$ cat src/rtl/uer_pkg.sv
package uer_pkg;

	localparam logic [1:0] ST_IDLE = 2'd0;
	localparam logic [1:0] ST_BUSY = 2'd1;
	localparam logic [1:0] ST_NEW  = 2'd2;
	localparam logic [1:0] ST_ERR  = 2'd3;

	localparam logic [1:0] PH_OFF  = 2'd0;
	localparam logic [1:0] PH_LOW  = 2'd1;
	localparam logic [1:0] PH_HIGH = 2'd2;

	localparam int CFG_IDX_BITS = 3;
	localparam logic [CFG_IDX_BITS-1:0] CFG_SCALE     = 3'd0;
	localparam logic [CFG_IDX_BITS-1:0] CFG_MIN_DIST  = 3'd1;
	localparam logic [CFG_IDX_BITS-1:0] CFG_MAX_DIST  = 3'd2;
	localparam logic [CFG_IDX_BITS-1:0] CFG_TIMEOUT   = 3'd3;
	localparam logic [CFG_IDX_BITS-1:0] CFG_MIN_PULSE = 3'd4;
	localparam logic [CFG_IDX_BITS-1:0] CFG_TRIG_LOW  = 3'd5;
	localparam logic [CFG_IDX_BITS-1:0] CFG_TRIG_HIGH = 3'd6;

	localparam int CFG_DATA_BITS = 24;
	localparam int DIST_BITS     = 24;
	localparam int TIME_BITS     = 16;

	localparam logic [DIST_BITS-1:0] DIST_MAX = 24'hFFFFFF;
	localparam logic [15:0]          MS_SAT   = 16'hFFFF;

	typedef struct packed {
		logic [15:0]          scale;
		logic [DIST_BITS-1:0] min_dist;
		logic [DIST_BITS-1:0] max_dist;
		logic [15:0]          timeout_ms;
		logic [15:0]          min_pulse;
		logic [7:0]           trig_low;
		logic [7:0]           trig_high;
	} cfg_t;

	typedef struct packed {
		logic                 start_req;
		logic                 us_tick;
		logic                 ms_tick;
		logic                 edge_valid;
		logic [TIME_BITS-1:0] edge_time;
		logic                 read_req;
	} ev_t;

	typedef struct packed {
		logic                 trig_level;
		logic [1:0]           status;
		logic                 distance_valid;
		logic [DIST_BITS-1:0] distance;
		logic [15:0]          pulse_ticks;
	} res_t;

endpackage

$ cat src/rtl/uer_cfg_regs.sv
module uer_cfg_regs (
	input  logic                                clk,
	input  logic                                arst_n,
	input  logic                                cfg_valid,
	output logic                                cfg_ready,
	input  logic [uer_pkg::CFG_IDX_BITS-1:0]    cfg_index,
	input  logic [uer_pkg::CFG_DATA_BITS-1:0]   cfg_data,
	output uer_pkg::cfg_t                       cfg
);

	uer_pkg::cfg_t cfg_q;

	assign cfg_ready = 1'b1;
	assign cfg = cfg_q;

	always_ff @(posedge clk or negedge arst_n) begin
		if (!arst_n) begin
			cfg_q.scale      <= 16'd1;
			cfg_q.min_dist   <= 24'd512;
			cfg_q.max_dist   <= 24'd102400;
			cfg_q.timeout_ms <= 16'd60;
			cfg_q.min_pulse  <= 16'd10;
			cfg_q.trig_low   <= 8'd5;
			cfg_q.trig_high  <= 8'd20;
		end else if (cfg_valid) begin
			unique case (cfg_index)
				uer_pkg::CFG_SCALE:     cfg_q.scale      <= cfg_data[15:0];
				uer_pkg::CFG_MIN_DIST:  cfg_q.min_dist   <= cfg_data[23:0];
				uer_pkg::CFG_MAX_DIST:  cfg_q.max_dist   <= cfg_data[23:0];
				uer_pkg::CFG_TIMEOUT:   cfg_q.timeout_ms <= cfg_data[15:0];
				uer_pkg::CFG_MIN_PULSE: cfg_q.min_pulse  <= cfg_data[15:0];
				uer_pkg::CFG_TRIG_LOW:  cfg_q.trig_low   <= cfg_data[7:0];
				uer_pkg::CFG_TRIG_HIGH: cfg_q.trig_high  <= cfg_data[7:0];
				default: begin
				end
			endcase
		end
	end

endmodule

$ cat src/rtl/uer_range_calc.sv
module uer_range_calc #(
	parameter int TIMESTAMP_BITS = 16
) (
	input  logic [TIMESTAMP_BITS-1:0]       width,
	input  uer_pkg::cfg_t                   cfg,
	output logic [uer_pkg::DIST_BITS-1:0]   distance,
	output logic                            in_window
);

	localparam int PW = TIMESTAMP_BITS + 16;
	localparam int DW = TIMESTAMP_BITS + 8;
	localparam int EW = (DW > uer_pkg::DIST_BITS) ? DW : uer_pkg::DIST_BITS;

	logic [PW-1:0] prod;
	logic [DW-1:0] d;
	logic [EW-1:0] d_ext;

	always_comb begin
		prod      = PW'(width) * PW'(cfg.scale);
		d         = prod[PW-1:8];
		d_ext     = EW'(d);
		distance  = (d_ext > EW'(uer_pkg::DIST_MAX)) ? uer_pkg::DIST_MAX
			: d_ext[uer_pkg::DIST_BITS-1:0];
		in_window = !((d_ext < EW'(cfg.min_dist)) || (d_ext > EW'(cfg.max_dist)));
	end

endmodule

$ cat src/rtl/uer_meas_core.sv
module uer_meas_core #(
	parameter int TIMESTAMP_BITS  = 16,
	parameter int TRIG_COUNT_BITS = 8
) (
	input  logic           clk,
	input  logic           arst_n,
	input  logic           go,
	input  uer_pkg::ev_t   ev,
	input  uer_pkg::cfg_t  cfg,
	output uer_pkg::res_t  res
);

	localparam int TS = TIMESTAMP_BITS;
	localparam int TC = TRIG_COUNT_BITS;
	localparam int WW = (TS > 16) ? TS : 16;

	logic [1:0]                      status_q, status_d;
	logic [TS-1:0]                   first_q, first_d;
	logic [1:0]                      edges_q, edges_d;
	logic [15:0]                     pulse_q, pulse_d;
	logic [uer_pkg::DIST_BITS-1:0]   dist_q, dist_d;
	logic [15:0]                     elapsed_q, elapsed_d;
	logic [1:0]                      phase_q, phase_d;
	logic [TC-1:0]                   tcount_q, tcount_d;

	logic [TS-1:0]                   et;
	logic [TS-1:0]                   width;
	logic [uer_pkg::DIST_BITS-1:0]   calc_dist;
	logic                            calc_ok;
	logic                            took;

	assign et    = TS'(ev.edge_time);
	assign width = TS'(et - first_q);

	uer_range_calc #(
		.TIMESTAMP_BITS(TS)
	) u_range (
		.width    (width),
		.cfg      (cfg),
		.distance (calc_dist),
		.in_window(calc_ok)
	);

	always_comb begin
		status_d  = status_q;
		first_d   = first_q;
		edges_d   = edges_q;
		pulse_d   = pulse_q;
		dist_d    = dist_q;
		elapsed_d = elapsed_q;
		phase_d   = phase_q;
		tcount_d  = tcount_q;
		took      = 1'b0;

		if (ev.start_req && (status_q != uer_pkg::ST_BUSY)) begin
			status_d  = uer_pkg::ST_BUSY;
			pulse_d   = '0;
			edges_d   = 2'd0;
			elapsed_d = '0;
			phase_d   = uer_pkg::PH_LOW;
			tcount_d  = TC'(cfg.trig_low);
		end else if ((phase_q == uer_pkg::PH_LOW) || (phase_q == uer_pkg::PH_HIGH)) begin
			if ((tcount_q == '0) || (ev.us_tick && (tcount_q == TC'(1)))) begin
				if (phase_q == uer_pkg::PH_LOW) begin
					phase_d  = uer_pkg::PH_HIGH;
					tcount_d = TC'(cfg.trig_high);
				end else begin
					phase_d  = uer_pkg::PH_OFF;
					tcount_d = '0;
				end
			end else if (ev.us_tick) begin
				tcount_d = tcount_q - TC'(1);
			end
		end

		if (ev.edge_valid && (status_d == uer_pkg::ST_BUSY)) begin
			if (edges_d == 2'd0) begin
				first_d = et;
				edges_d = 2'd1;
			end else if (edges_d == 2'd1) begin
				edges_d = 2'd2;
				if (WW'(width) >= WW'(cfg.min_pulse)) begin
					pulse_d  = 16'(width);
					dist_d   = calc_dist;
					status_d = calc_ok ? uer_pkg::ST_NEW : uer_pkg::ST_ERR;
				end
			end
		end

		if (status_d == uer_pkg::ST_BUSY) begin
			if (ev.ms_tick && (elapsed_d != uer_pkg::MS_SAT))
				elapsed_d = elapsed_d + 16'd1;
			if (elapsed_d >= cfg.timeout_ms)
				status_d = uer_pkg::ST_ERR;
		end

		if (ev.read_req && (status_d == uer_pkg::ST_NEW)) begin
			took     = 1'b1;
			status_d = uer_pkg::ST_IDLE;
		end

		res.trig_level     = (phase_d == uer_pkg::PH_HIGH);
		res.status         = status_d;
		res.distance_valid = took;
		res.distance       = dist_d;
		res.pulse_ticks    = pulse_d;
	end

	always_ff @(posedge clk or negedge arst_n) begin
		if (!arst_n) begin
			status_q  <= uer_pkg::ST_IDLE;
			first_q   <= '0;
			edges_q   <= 2'd0;
			pulse_q   <= '0;
			dist_q    <= '0;
			elapsed_q <= '0;
			phase_q   <= uer_pkg::PH_OFF;
			tcount_q  <= '0;
		end else if (go) begin
			status_q  <= status_d;
			first_q   <= first_d;
			edges_q   <= edges_d;
			pulse_q   <= pulse_d;
			dist_q    <= dist_d;
			elapsed_q <= elapsed_d;
			phase_q   <= phase_d;
			tcount_q  <= tcount_d;
		end
	end

endmodule

$ cat src/rtl/ultrasonic_echo_ranger_core.sv
// channel   direction  handshake            payload
// in        input      in_valid / in_stall   start_req us_tick ms_tick edge_valid
//                                            edge_time read_req
// out       output     out_valid / out_stall trig_level status distance_valid
//                                            distance pulse_ticks
// cfg       input      cfg_valid / cfg_ready cfg_index cfg_data
//
// One request per cycle sustained while out_stall is low; each result passes through the
// input register, then the result register. The measurement state updates from the
// registered request, with one multiply and the window compares.
// arst_n clears all measurement state and loads the register defaults.
// A stalled result holds; one further request is still taken into the input register.
module ultrasonic_echo_ranger_core #(
	parameter int TIMESTAMP_BITS  = 16,
	parameter int TRIG_COUNT_BITS = 8
) (
	input  logic                                clk,
	input  logic                                arst_n,
	input  logic                                in_valid,
	output logic                                in_stall,
	input  logic                                start_req,
	input  logic                                us_tick,
	input  logic                                ms_tick,
	input  logic                                edge_valid,
	input  logic [uer_pkg::TIME_BITS-1:0]       edge_time,
	input  logic                                read_req,
	output logic                                out_valid,
	input  logic                                out_stall,
	output logic                                trig_level,
	output logic [1:0]                          status,
	output logic                                distance_valid,
	output logic [uer_pkg::DIST_BITS-1:0]       distance,
	output logic [15:0]                         pulse_ticks,
	input  logic                                cfg_valid,
	output logic                                cfg_ready,
	input  logic [uer_pkg::CFG_IDX_BITS-1:0]    cfg_index,
	input  logic [uer_pkg::CFG_DATA_BITS-1:0]   cfg_data
);

	uer_pkg::cfg_t cfg;
	uer_pkg::ev_t  ev_s1;
	uer_pkg::res_t res_next;
	uer_pkg::res_t res_q;
	logic          valid_s1;
	logic          out_valid_q;
	logic          s1_go;
	logic          in_take;

	assign s1_go    = valid_s1 && (!out_valid_q || !out_stall);
	assign in_stall = valid_s1 && !s1_go;
	assign in_take  = in_valid && !in_stall;

	uer_cfg_regs u_cfg (
		.clk      (clk),
		.arst_n   (arst_n),
		.cfg_valid(cfg_valid),
		.cfg_ready(cfg_ready),
		.cfg_index(cfg_index),
		.cfg_data (cfg_data),
		.cfg      (cfg)
	);

	uer_meas_core #(
		.TIMESTAMP_BITS (TIMESTAMP_BITS),
		.TRIG_COUNT_BITS(TRIG_COUNT_BITS)
	) u_core (
		.clk   (clk),
		.arst_n(arst_n),
		.go    (s1_go),
		.ev    (ev_s1),
		.cfg   (cfg),
		.res   (res_next)
	);

	always_ff @(posedge clk or negedge arst_n) begin
		if (!arst_n) begin
			valid_s1 <= 1'b0;
		end else if (in_take) begin
			valid_s1 <= 1'b1;
		end else if (s1_go) begin
			valid_s1 <= 1'b0;
		end
	end

	always_ff @(posedge clk) begin
		if (in_take) begin
			ev_s1.start_req  <= start_req;
			ev_s1.us_tick    <= us_tick;
			ev_s1.ms_tick    <= ms_tick;
			ev_s1.edge_valid <= edge_valid;
			ev_s1.edge_time  <= edge_time;
			ev_s1.read_req   <= read_req;
		end
	end

	always_ff @(posedge clk or negedge arst_n) begin
		if (!arst_n) begin
			out_valid_q <= 1'b0;
		end else if (s1_go) begin
			out_valid_q <= 1'b1;
		end else if (!out_stall) begin
			out_valid_q <= 1'b0;
		end
	end

	always_ff @(posedge clk) begin
		if (s1_go) begin
			res_q <= res_next;
		end
	end

	assign out_valid      = out_valid_q;
	assign trig_level     = res_q.trig_level;
	assign status         = res_q.status;
	assign distance_valid = res_q.distance_valid;
	assign distance       = res_q.distance;
	assign pulse_ticks    = res_q.pulse_ticks;

	a_s1_hold: assert property (@(posedge clk) disable iff (!arst_n)
		valid_s1 && !s1_go |=> valid_s1 && $stable(ev_s1))
		else $error("held request lost or changed");

	a_go_result: assert property (@(posedge clk) disable iff (!arst_n)
		s1_go |=> out_valid_q)
		else $error("processed request gave no result");

	a_read_idle: assert property (@(posedge clk) disable iff (!arst_n)
		out_valid_q && res_q.distance_valid |-> res_q.status == uer_pkg::ST_IDLE)
		else $error("distance taken without return to idle");

endmodule

$ cat config.mk
export PLATFORM = sky130hd
export DESIGN_NAME = ultrasonic_echo_ranger_core
export DESIGN_NICKNAME = d
export VERILOG_FILES = /design/src/rtl/uer_pkg.sv /design/src/rtl/uer_cfg_regs.sv /design/src/rtl/uer_range_calc.sv /design/src/rtl/uer_meas_core.sv /design/src/rtl/ultrasonic_echo_ranger_core.sv
export SDC_FILE = /design/constraint.sdc
export NUM_CORES = 1
export LEC_CHECK = 0
export ABC_AREA = 1
export BUFFER_PORTS_ARGS = -buffer_cell sky130_fd_sc_hd__clkbuf_2
export CORE_MARGIN = 2
export CORE_UTILIZATION = 30
export DETAILED_ROUTE_END_ITERATION = 8
export PLACE_DENSITY_LB_ADDON = 0.25
export SETUP_SLACK_MARGIN = 0.05
export SYNTH_ARGS = -nofsm -noshare
export SYNTH_HDL_FRONTEND = slang
export SYNTH_SLANG_ARGS = --single-unit
$ cat constraint.sdc
create_clock -name clk -period 13.45 [get_ports clk]
set_clock_uncertainty 0.05 [all_clocks]
set_input_delay 1.345 -clock clk [delete_from_list [all_inputs] [get_ports clk]]
set_output_delay 1.345 -clock clk [all_outputs]
set_load 0.1 [all_outputs]
## Yosys cells after proc, flatten, opt, wreduce, memory -nomap -nowiden

Cells that the tools add are included.

- Memory bits (writable): 0
- Output and inout port bits: 47
- Register bits after elaboration: 265
- Bits in latches: 0
- Memories: 0
- Memory bits (read-only): 0
- Word-level logic and storage cells: 126
- Input bits: 53

- Div/mod/pow operators: 0
- Order comparisons: 5
- $add $sub $neg: 3
- Shifts and indexed selects: 0
- Bitwise logic cells: 0
- Eq/ne operators: 17
- Multiply operators: 1
- Reductions and logical operators: 31
- Mux-type cells: 41

Operators with widths:

| cell | number |
|---|---|
| 16-bit 2-to-1 mux | 9 |
| 24-bit 2-to-1 mux | 5 |
| 8-bit 2-to-1 mux | 5 |
| 16-bit greater-or-equal comparator | 2 |
| 16-bit by 16-bit multiplier with 32-bit output | 1 |
| 2-bit 2-to-1 mux | 16 |
| 24-bit greater-than comparator | 1 |
| 24-bit greater-than comparator, second input constant | 1 |
| 24-bit less-than comparator | 1 |
| 16-bit by 1-bit adder with 16-bit output, second input constant | 1 |
| 16-bit inequality test, second input constant | 1 |
| 16-bit subtractor | 1 |
| 2-bit AND reduction | 7 |
| 3-bit == test, second input constant | 3 |
| 2-bit by 1-bit == test with 1-bit output, second input constant | 4 |
| 8-bit by 1-bit == test with 1-bit output, second input constant | 1 |
| 1-bit logical AND | 8 |
| 8-bit logical NOT | 1 |
| 8-bit by 1-bit subtractor with 8-bit output, second input constant | 1 |
| 2-bit == test, second input constant | 3 |
| 3-bit by 2-bit == test with 1-bit output, second input constant | 2 |
| 1-bit 2-to-1 mux | 6 |
| 3-bit AND reduction | 2 |
| 1-bit logical NOT | 4 |
| 7 further kinds | 12 |

## Logic depth before layout (Yosys ltp)

- Depth in word-level cells: 17
- Depth in mapped cells: 55
- Gate-level depth less buffers: 53

## Hierarchy

From an unflattened synthesis, not the netlist that was laid out.

- Cell total of the unflattened synthesis: 3021
- Area total of the unflattened synthesis: 23684.0 um^2

By module, submodules not included:

| module | sequential area each (um^2) | instances | cells each | area each (um^2) |
|---|---|---|---|---|
| uer_range_calc | 0.0 | 1 | 1422 | 10332.4 |
| uer_meas_core | 2152.1 | 1 | 1024 | 6889.1 |
| uer_cfg_regs | 2821.5 | 1 | 498 | 4415.5 |
| ultrasonic_echo_ranger_core | 2001.9 | 1 | 77 | 2047.0 |

## Least setup slack after synthesis

OpenSTA, ideal clock, no wires.

- Path type: flip-flop to flip-flop
- From: register ev_s1[1] (netlist bit)
- To: register res_q, in the netlist status[1] (data pin)
- Path buffers: 2
- Clock period less this slack: 8.191 ns
- Arrival time: 7.890 ns
- Stages on the path, launching flop included: 52
- Setup slack: 5.259 ns
- Required time: 13.149 ns
- Setup time: 0.251 ns
- Cell sequence: edfxtp_1 -> inv_1 -> ha_1 -> inv_1 -> fa_1 -> a21oi_1 -> inv_1 -> nand2_1 -> nand2_1 -> nand2_1 -> nand2_1 -> inv_1 -> nand2_1 -> and2_1 -> buf_6 -> inv_2 -> buf_4 -> nand2_1 -> [16 not listed] -> nand2_1 -> nand2_1 -> nand2_1 -> nand2_1 -> xor2_1 -> inv_1 -> ha_1 -> nand4_1 -> nor4_1 -> inv_1 -> nor2_1 -> a31oi_1 -> nor2_1 -> nand2_1 -> nand2_1 -> nand2_1 -> inv_1 -> nor2_1

RTL lines:

| element | RTL line | source |
|---|---|---|
| start: declaration | ultrasonic_echo_ranger_core.sv:41 | `uer_pkg::ev_t ev_s1;` |
| end signal: assignment | ultrasonic_echo_ranger_core.sv:108 | `res_q <= res_next;` |
| end: declaration | ultrasonic_echo_ranger_core.sv:43 | `uer_pkg::res_t res_q;` |

==> impl_metrics.xml <==
<?xml version="1.0" encoding="UTF-8"?>
<metrics>
  <group name="cts">
    <metric name="ctsHtreeMaxLevel" unit="">1</metric>
    <metric name="skew_pair_late_insertion_delay" unit="ns">0.58</metric>
    <metric name="cts_hold_buffers" unit="">0</metric>
    <metric name="post_cts_resize_count" unit="">0</metric>
    <metric name="cts_num_sinks" unit="">265</metric>
    <metric name="clkTransAtPathRegs" unit="ns">0.07</metric>
    <metric name="tritoncts" unit="">yes</metric>
    <metric name="post_cts.repair.setup_buffers" unit="">0</metric>
    <metric name="cts_inserted_buffers" unit="">29</metric>
    <metric name="clk_path_buf_depth" unit="">3</metric>
    <metric name="clk_root_buffer_cell" unit="">sky130_fd_sc_hd__clkbuf_16</metric>
  </group>
  <group name="routing">
    <metric name="met3_length" unit="mm">3.08</metric>
    <metric name="finalWirelength" unit="mm">65.2</metric>
    <metric name="met2WireLength" unit="mm">30.1</metric>
    <metric name="route.layer.met1.wl" unit="mm">30.0</metric>
    <metric name="wire_per_inst" unit="um">17.4</metric>
    <metric name="drt_pre_antenna_iters" unit="">6</metric>
    <metric name="vias" unit="">17500</metric>
    <metric name="iteration_0_drc_count_of_the_detailed_router" unit="">1226</metric>
    <metric name="antenna_violating_nets_post_route" unit="">0</metric>
    <metric name="remaining_drc_errors" unit="">0</metric>
    <metric name="top_layer_used" unit="">met4</metric>
    <metric name="viasPerCell" unit="">4.68</metric>
  </group>
  <group name="die">
    <metric name="rows" unit="">99</metric>
    <metric name="io-pin-count" unit="">100</metric>
    <metric name="floorplan.die.width" unit="um">276</metric>
    <metric name="floorplan.initialDensity" unit="">0.304</metric>
    <metric name="die_h" unit="um">276</metric>
    <metric name="core_area" unit="um^2">73200</metric>
    <metric name="die_area" unit="um^2">76400</metric>
  </group>
  <group name="placed_design">
    <metric name="placed_cells" unit="">3689</metric>
    <metric name="io_buffers" unit="">98</metric>
    <metric name="hpwl" unit="mm">49.9</metric>
    <metric name="place_congestion" unit="">0.908</metric>
  </group>
  <group name="global_route">
    <metric name="gr-total-overflow" unit="">0</metric>
    <metric name="grt_start_max_net_pins" unit="">77</metric>
    <metric name="wire_length_of_the_first_global_routing_pass" unit="mm">103</metric>
    <metric name="antenna_found_initial" unit="">0</metric>
    <metric name="via_count_of_the_first_global_routing_pass" unit="">18000</metric>
    <metric name="grt.total_usage" unit="">0.172</metric>
  </group>
  <group name="run">
    <metric name="max_cap_violations" unit="">0</metric>
  </group>
  <group name="critical_path">
    <metric name="timing.critical_path.fanout_max" unit="">13</metric>
    <metric name="crit_arrival" unit="ns">9.95</metric>
    <metric name="path_common_cell" unit="">sky130_fd_sc_hd__nand2_1</metric>
    <metric name="top_family_by_delay_on_critical_path" unit="">adder cells</metric>
    <metric name="critPathMaxStageDelay" unit="ns">0.56</metric>
    <metric name="cp-end-kind" unit="">flip-flop</metric>
    <metric name="setup.worst_path.start_class" unit="">flip-flop</metric>
    <metric name="timing.critical_path.from" unit="">ev_s1[9]$_DFFE_PP_</metric>
    <metric name="critical_path_buf_inv_count" unit="">8</metric>
    <metric name="critical-path-slowest-cell" unit="">sky130_fd_sc_hd__fa_1</metric>
    <metric name="critical_path_class" unit="">reg -&gt; reg</metric>
    <metric name="critical_path.reg2reg.startpoint" unit="">ev_s1[9]$_DFFE_PP_</metric>
    <metric name="timing.critical_path.required" unit="ns">13.74</metric>
  </group>
  <group name="synthesis">
    <metric name="synth_cells" unit="">2706</metric>
    <metric name="syn_nets" unit="">3156</metric>
    <metric name="synth_top_cell_area_share" unit="">0.208</metric>
    <metric name="synth-seq-cells" unit="">265</metric>
    <metric name="synthArstFlopShare" unit="">0.755</metric>
    <metric name="synthFlopType" unit="">sky130_fd_sc_hd__dfrtp_1</metric>
    <metric name="synthesis.area_per_instance" unit="um^2">8.23</metric>
    <metric name="synth_area" unit="um^2">22300</metric>
    <metric name="post_synth_num_cell_types" unit="">56</metric>
    <metric name="synth-edff-count" unit="">65</metric>
    <metric name="synth.yosys.warnings" unit="">0</metric>
    <metric name="synth.largest_area_cell" unit="">sky130_fd_sc_hd__dfrtp_1</metric>
    <metric name="register_area_share_after_synthesis" unit="">0.313</metric>
    <metric name="synth_top_cells_by_area" unit="">sky130_fd_sc_hd__dfrtp_1, sky130_fd_sc_hd__fa_1, sky130_fd_sc_hd__ha_1</metric>
  </group>
  <group name="timing">
    <metric name="period_share" unit="">0.718</metric>
    <metric name="setup_violations" unit="">0</metric>
    <metric name="max_clock_freq" unit="GHz">0.104</metric>
    <metric name="max_slew.worst_pin.slew" unit="ns">1.08</metric>
    <metric name="timing_max_transition_violations_final" unit="">0</metric>
    <metric name="setup_total_negative_slack" unit="ns">0</metric>
    <metric name="finalWorstPathRequiredPeriod" unit="ns">9.66</metric>
    <metric name="rsz0062_at_grt" unit="">no</metric>
    <metric name="timing.max_slew.rel_slack" unit="">0.278</metric>
    <metric name="hold_viol_final" unit="">0</metric>
  </group>
  <group name="finish">
    <metric name="most-common-layout-cells" unit="">sky130_fd_sc_hd__nand2_1, sky130_fd_sc_hd__inv_1, sky130_fd_sc_hd__o21ai_0</metric>
    <metric name="sequential_cell_area" unit="um^2">6980</metric>
    <metric name="final_core_utilization" unit="">0.338</metric>
    <metric name="area.growth.synth_to_final" unit="%">11.0</metric>
    <metric name="num-fill-cells" unit="">7706</metric>
    <metric name="nets" unit="">3211</metric>
    <metric name="final_layout_size_suffix_gt1_frac" unit="">0.0801</metric>
    <metric name="antenna_cells_inserted" unit="">0</metric>
    <metric name="multi_input_gate_area_in_the_final_layout" unit="um^2">12900</metric>
    <metric name="layout.cells.most_common" unit="">sky130_fd_sc_hd__nand2_1</metric>
    <metric name="fin_cells" unit="">3743</metric>
  </group>
  <group name="run_status">
    <metric name="status" unit="">finished clean</metric>
  </group>
  <group name="worst_hold_path">
    <metric name="type_of_the_worst_min_delay_path" unit="">reg -&gt; reg</metric>
    <metric name="hold_path_startpoint" unit="">u_core.dist_q[11]$_DFFE_PN0P_</metric>
  </group>
</metrics>
[flip-flops by register name, summed over array words and instances, names as in the netlist]
name,count
u_core.tcount_q,8
u_core.status_q,2
distance_valid,1
u_core.pulse_q,16
out_valid,1
distance,24
valid_s1,1
u_core.phase_q,2
u_cfg.cfg,112
trig_level,1
status,2
ev_s1,21
u_core.dist_q,24
u_core.edges_q,2
pulse_ticks,16
u_core.first_q,16
u_core.elapsed_q,16
[stage by stage]
step                      cell area (um^2)  setup WS [ns]  hold slack, ns
after floorplan                      22300           5.26           0.384
after global placement               23700           3.97           0.414
after detailed placement             23700           3.77           0.416
after CTS                            24700           3.79           0.432
after global routing                 24700           3.03           0.450
final                                24700           3.79           0.430
[metal layers]
| layer | vias to the layer above | global-route usage |
|---|---|---|
| li1 | 8525 | - |
| met5 | - | 0 |
| met2 | 427 | 0.285 |
| met4 | 0 | 0.0535 |
| met1 | 8470 | 0.237 |
| met3 | 90 | 0.0177 |
[path summary, 6_finish.rpt]
path | endpoint | slack [ns] | depth (start not counted)
max | status[1]$_DFFE_PP_ | 3.79 | 44
min | u_core.dist_q[11]$_DFFE_PN0P_ | 0.43 | 2
max reg2reg | status[1]$_DFFE_PP_ | 3.79 | 44
min reg2reg | u_core.dist_q[11]$_DFFE_PN0P_ | 0.43 | 2
max in group asynchronous | u_core.first_q[9]$_DFFE_PN0P_ | 11.23 | 2
min in group asynchronous | u_cfg.cfg[47]$_DFFE_PN0P_ | 0.70 | 1
[layout make-up]
class,count,area share
Clock buffer,41,0.0345
Clock inverter,13,0.00663
Inverter,549,0.0834
Multi-Input combinational cell,1803,0.520
Sequential cell,265,0.282
Tap cell,959,0.0485
Timing Repair Buffer,113,0.0248
[synthesized netlist by cell type (6+ instances only)]
| library cell | instances |
|---|---|
| sky130_fd_sc_hd__nand2_1 | 616 |
| sky130_fd_sc_hd__inv_1 | 539 |
| sky130_fd_sc_hd__o21ai_0 | 227 |
| sky130_fd_sc_hd__ha_1 | 203 |
| sky130_fd_sc_hd__fa_1 | 194 |
| sky130_fd_sc_hd__dfrtp_1 | 185 |
| sky130_fd_sc_hd__nor2_1 | 185 |
| sky130_fd_sc_hd__a21oi_1 | 124 |
| sky130_fd_sc_hd__nand3_1 | 70 |
| sky130_fd_sc_hd__clkbuf_1 | 65 |
| sky130_fd_sc_hd__edfxtp_1 | 65 |
| sky130_fd_sc_hd__xor2_1 | 26 |
| sky130_fd_sc_hd__nor3_1 | 21 |
| sky130_fd_sc_hd__dfstp_2 | 15 |
| sky130_fd_sc_hd__o21ai_1 | 15 |
| sky130_fd_sc_hd__buf_2 | 11 |
| sky130_fd_sc_hd__xnor2_1 | 11 |
| sky130_fd_sc_hd__o211ai_1 | 10 |
| sky130_fd_sc_hd__a31oi_1 | 9 |
| sky130_fd_sc_hd__nand2_2 | 8 |
| sky130_fd_sc_hd__nand4_1 | 8 |
| sky130_fd_sc_hd__nor4_1 | 7 |
| sky130_fd_sc_hd__or2_2 | 7 |
| sky130_fd_sc_hd__buf_1 | 6 |
| sky130_fd_sc_hd__nor2_2 | 6 |
[worst register-to-register path: cells and delay by family (launching register included)]
family / cells / cell delay (ns)
flip-flops: 1 / 0.40
adder cells (fa/ha/maj): 9 / 4.20
XOR/XNOR: 1 / 0.24
buffers and inverters: 8 / 1.04
AO/OA/AOI/OAI: 1 / 0.05
AND/OR/NAND/NOR: 25 / 3.45
[kinds of logic (layout without fill, tap and decap cells)]
family,Yosys count,count (layout),synth area share
muxes,1,1,0.000505
other,1,1,0.000168
adders and majority gates,397,397,0.288
DFF,265,265,0.313
xor gates and xnor gates,37,37,0.0145
buffers and inverters,638,716,0.110
AOI/OAI and AO/OA,419,419,0.100
and+or+nand+nor,948,948,0.173
Power is left out: the tool's default activity adds up to more than one toggle a clock period on the data nets, which glitch-free logic cannot reach.
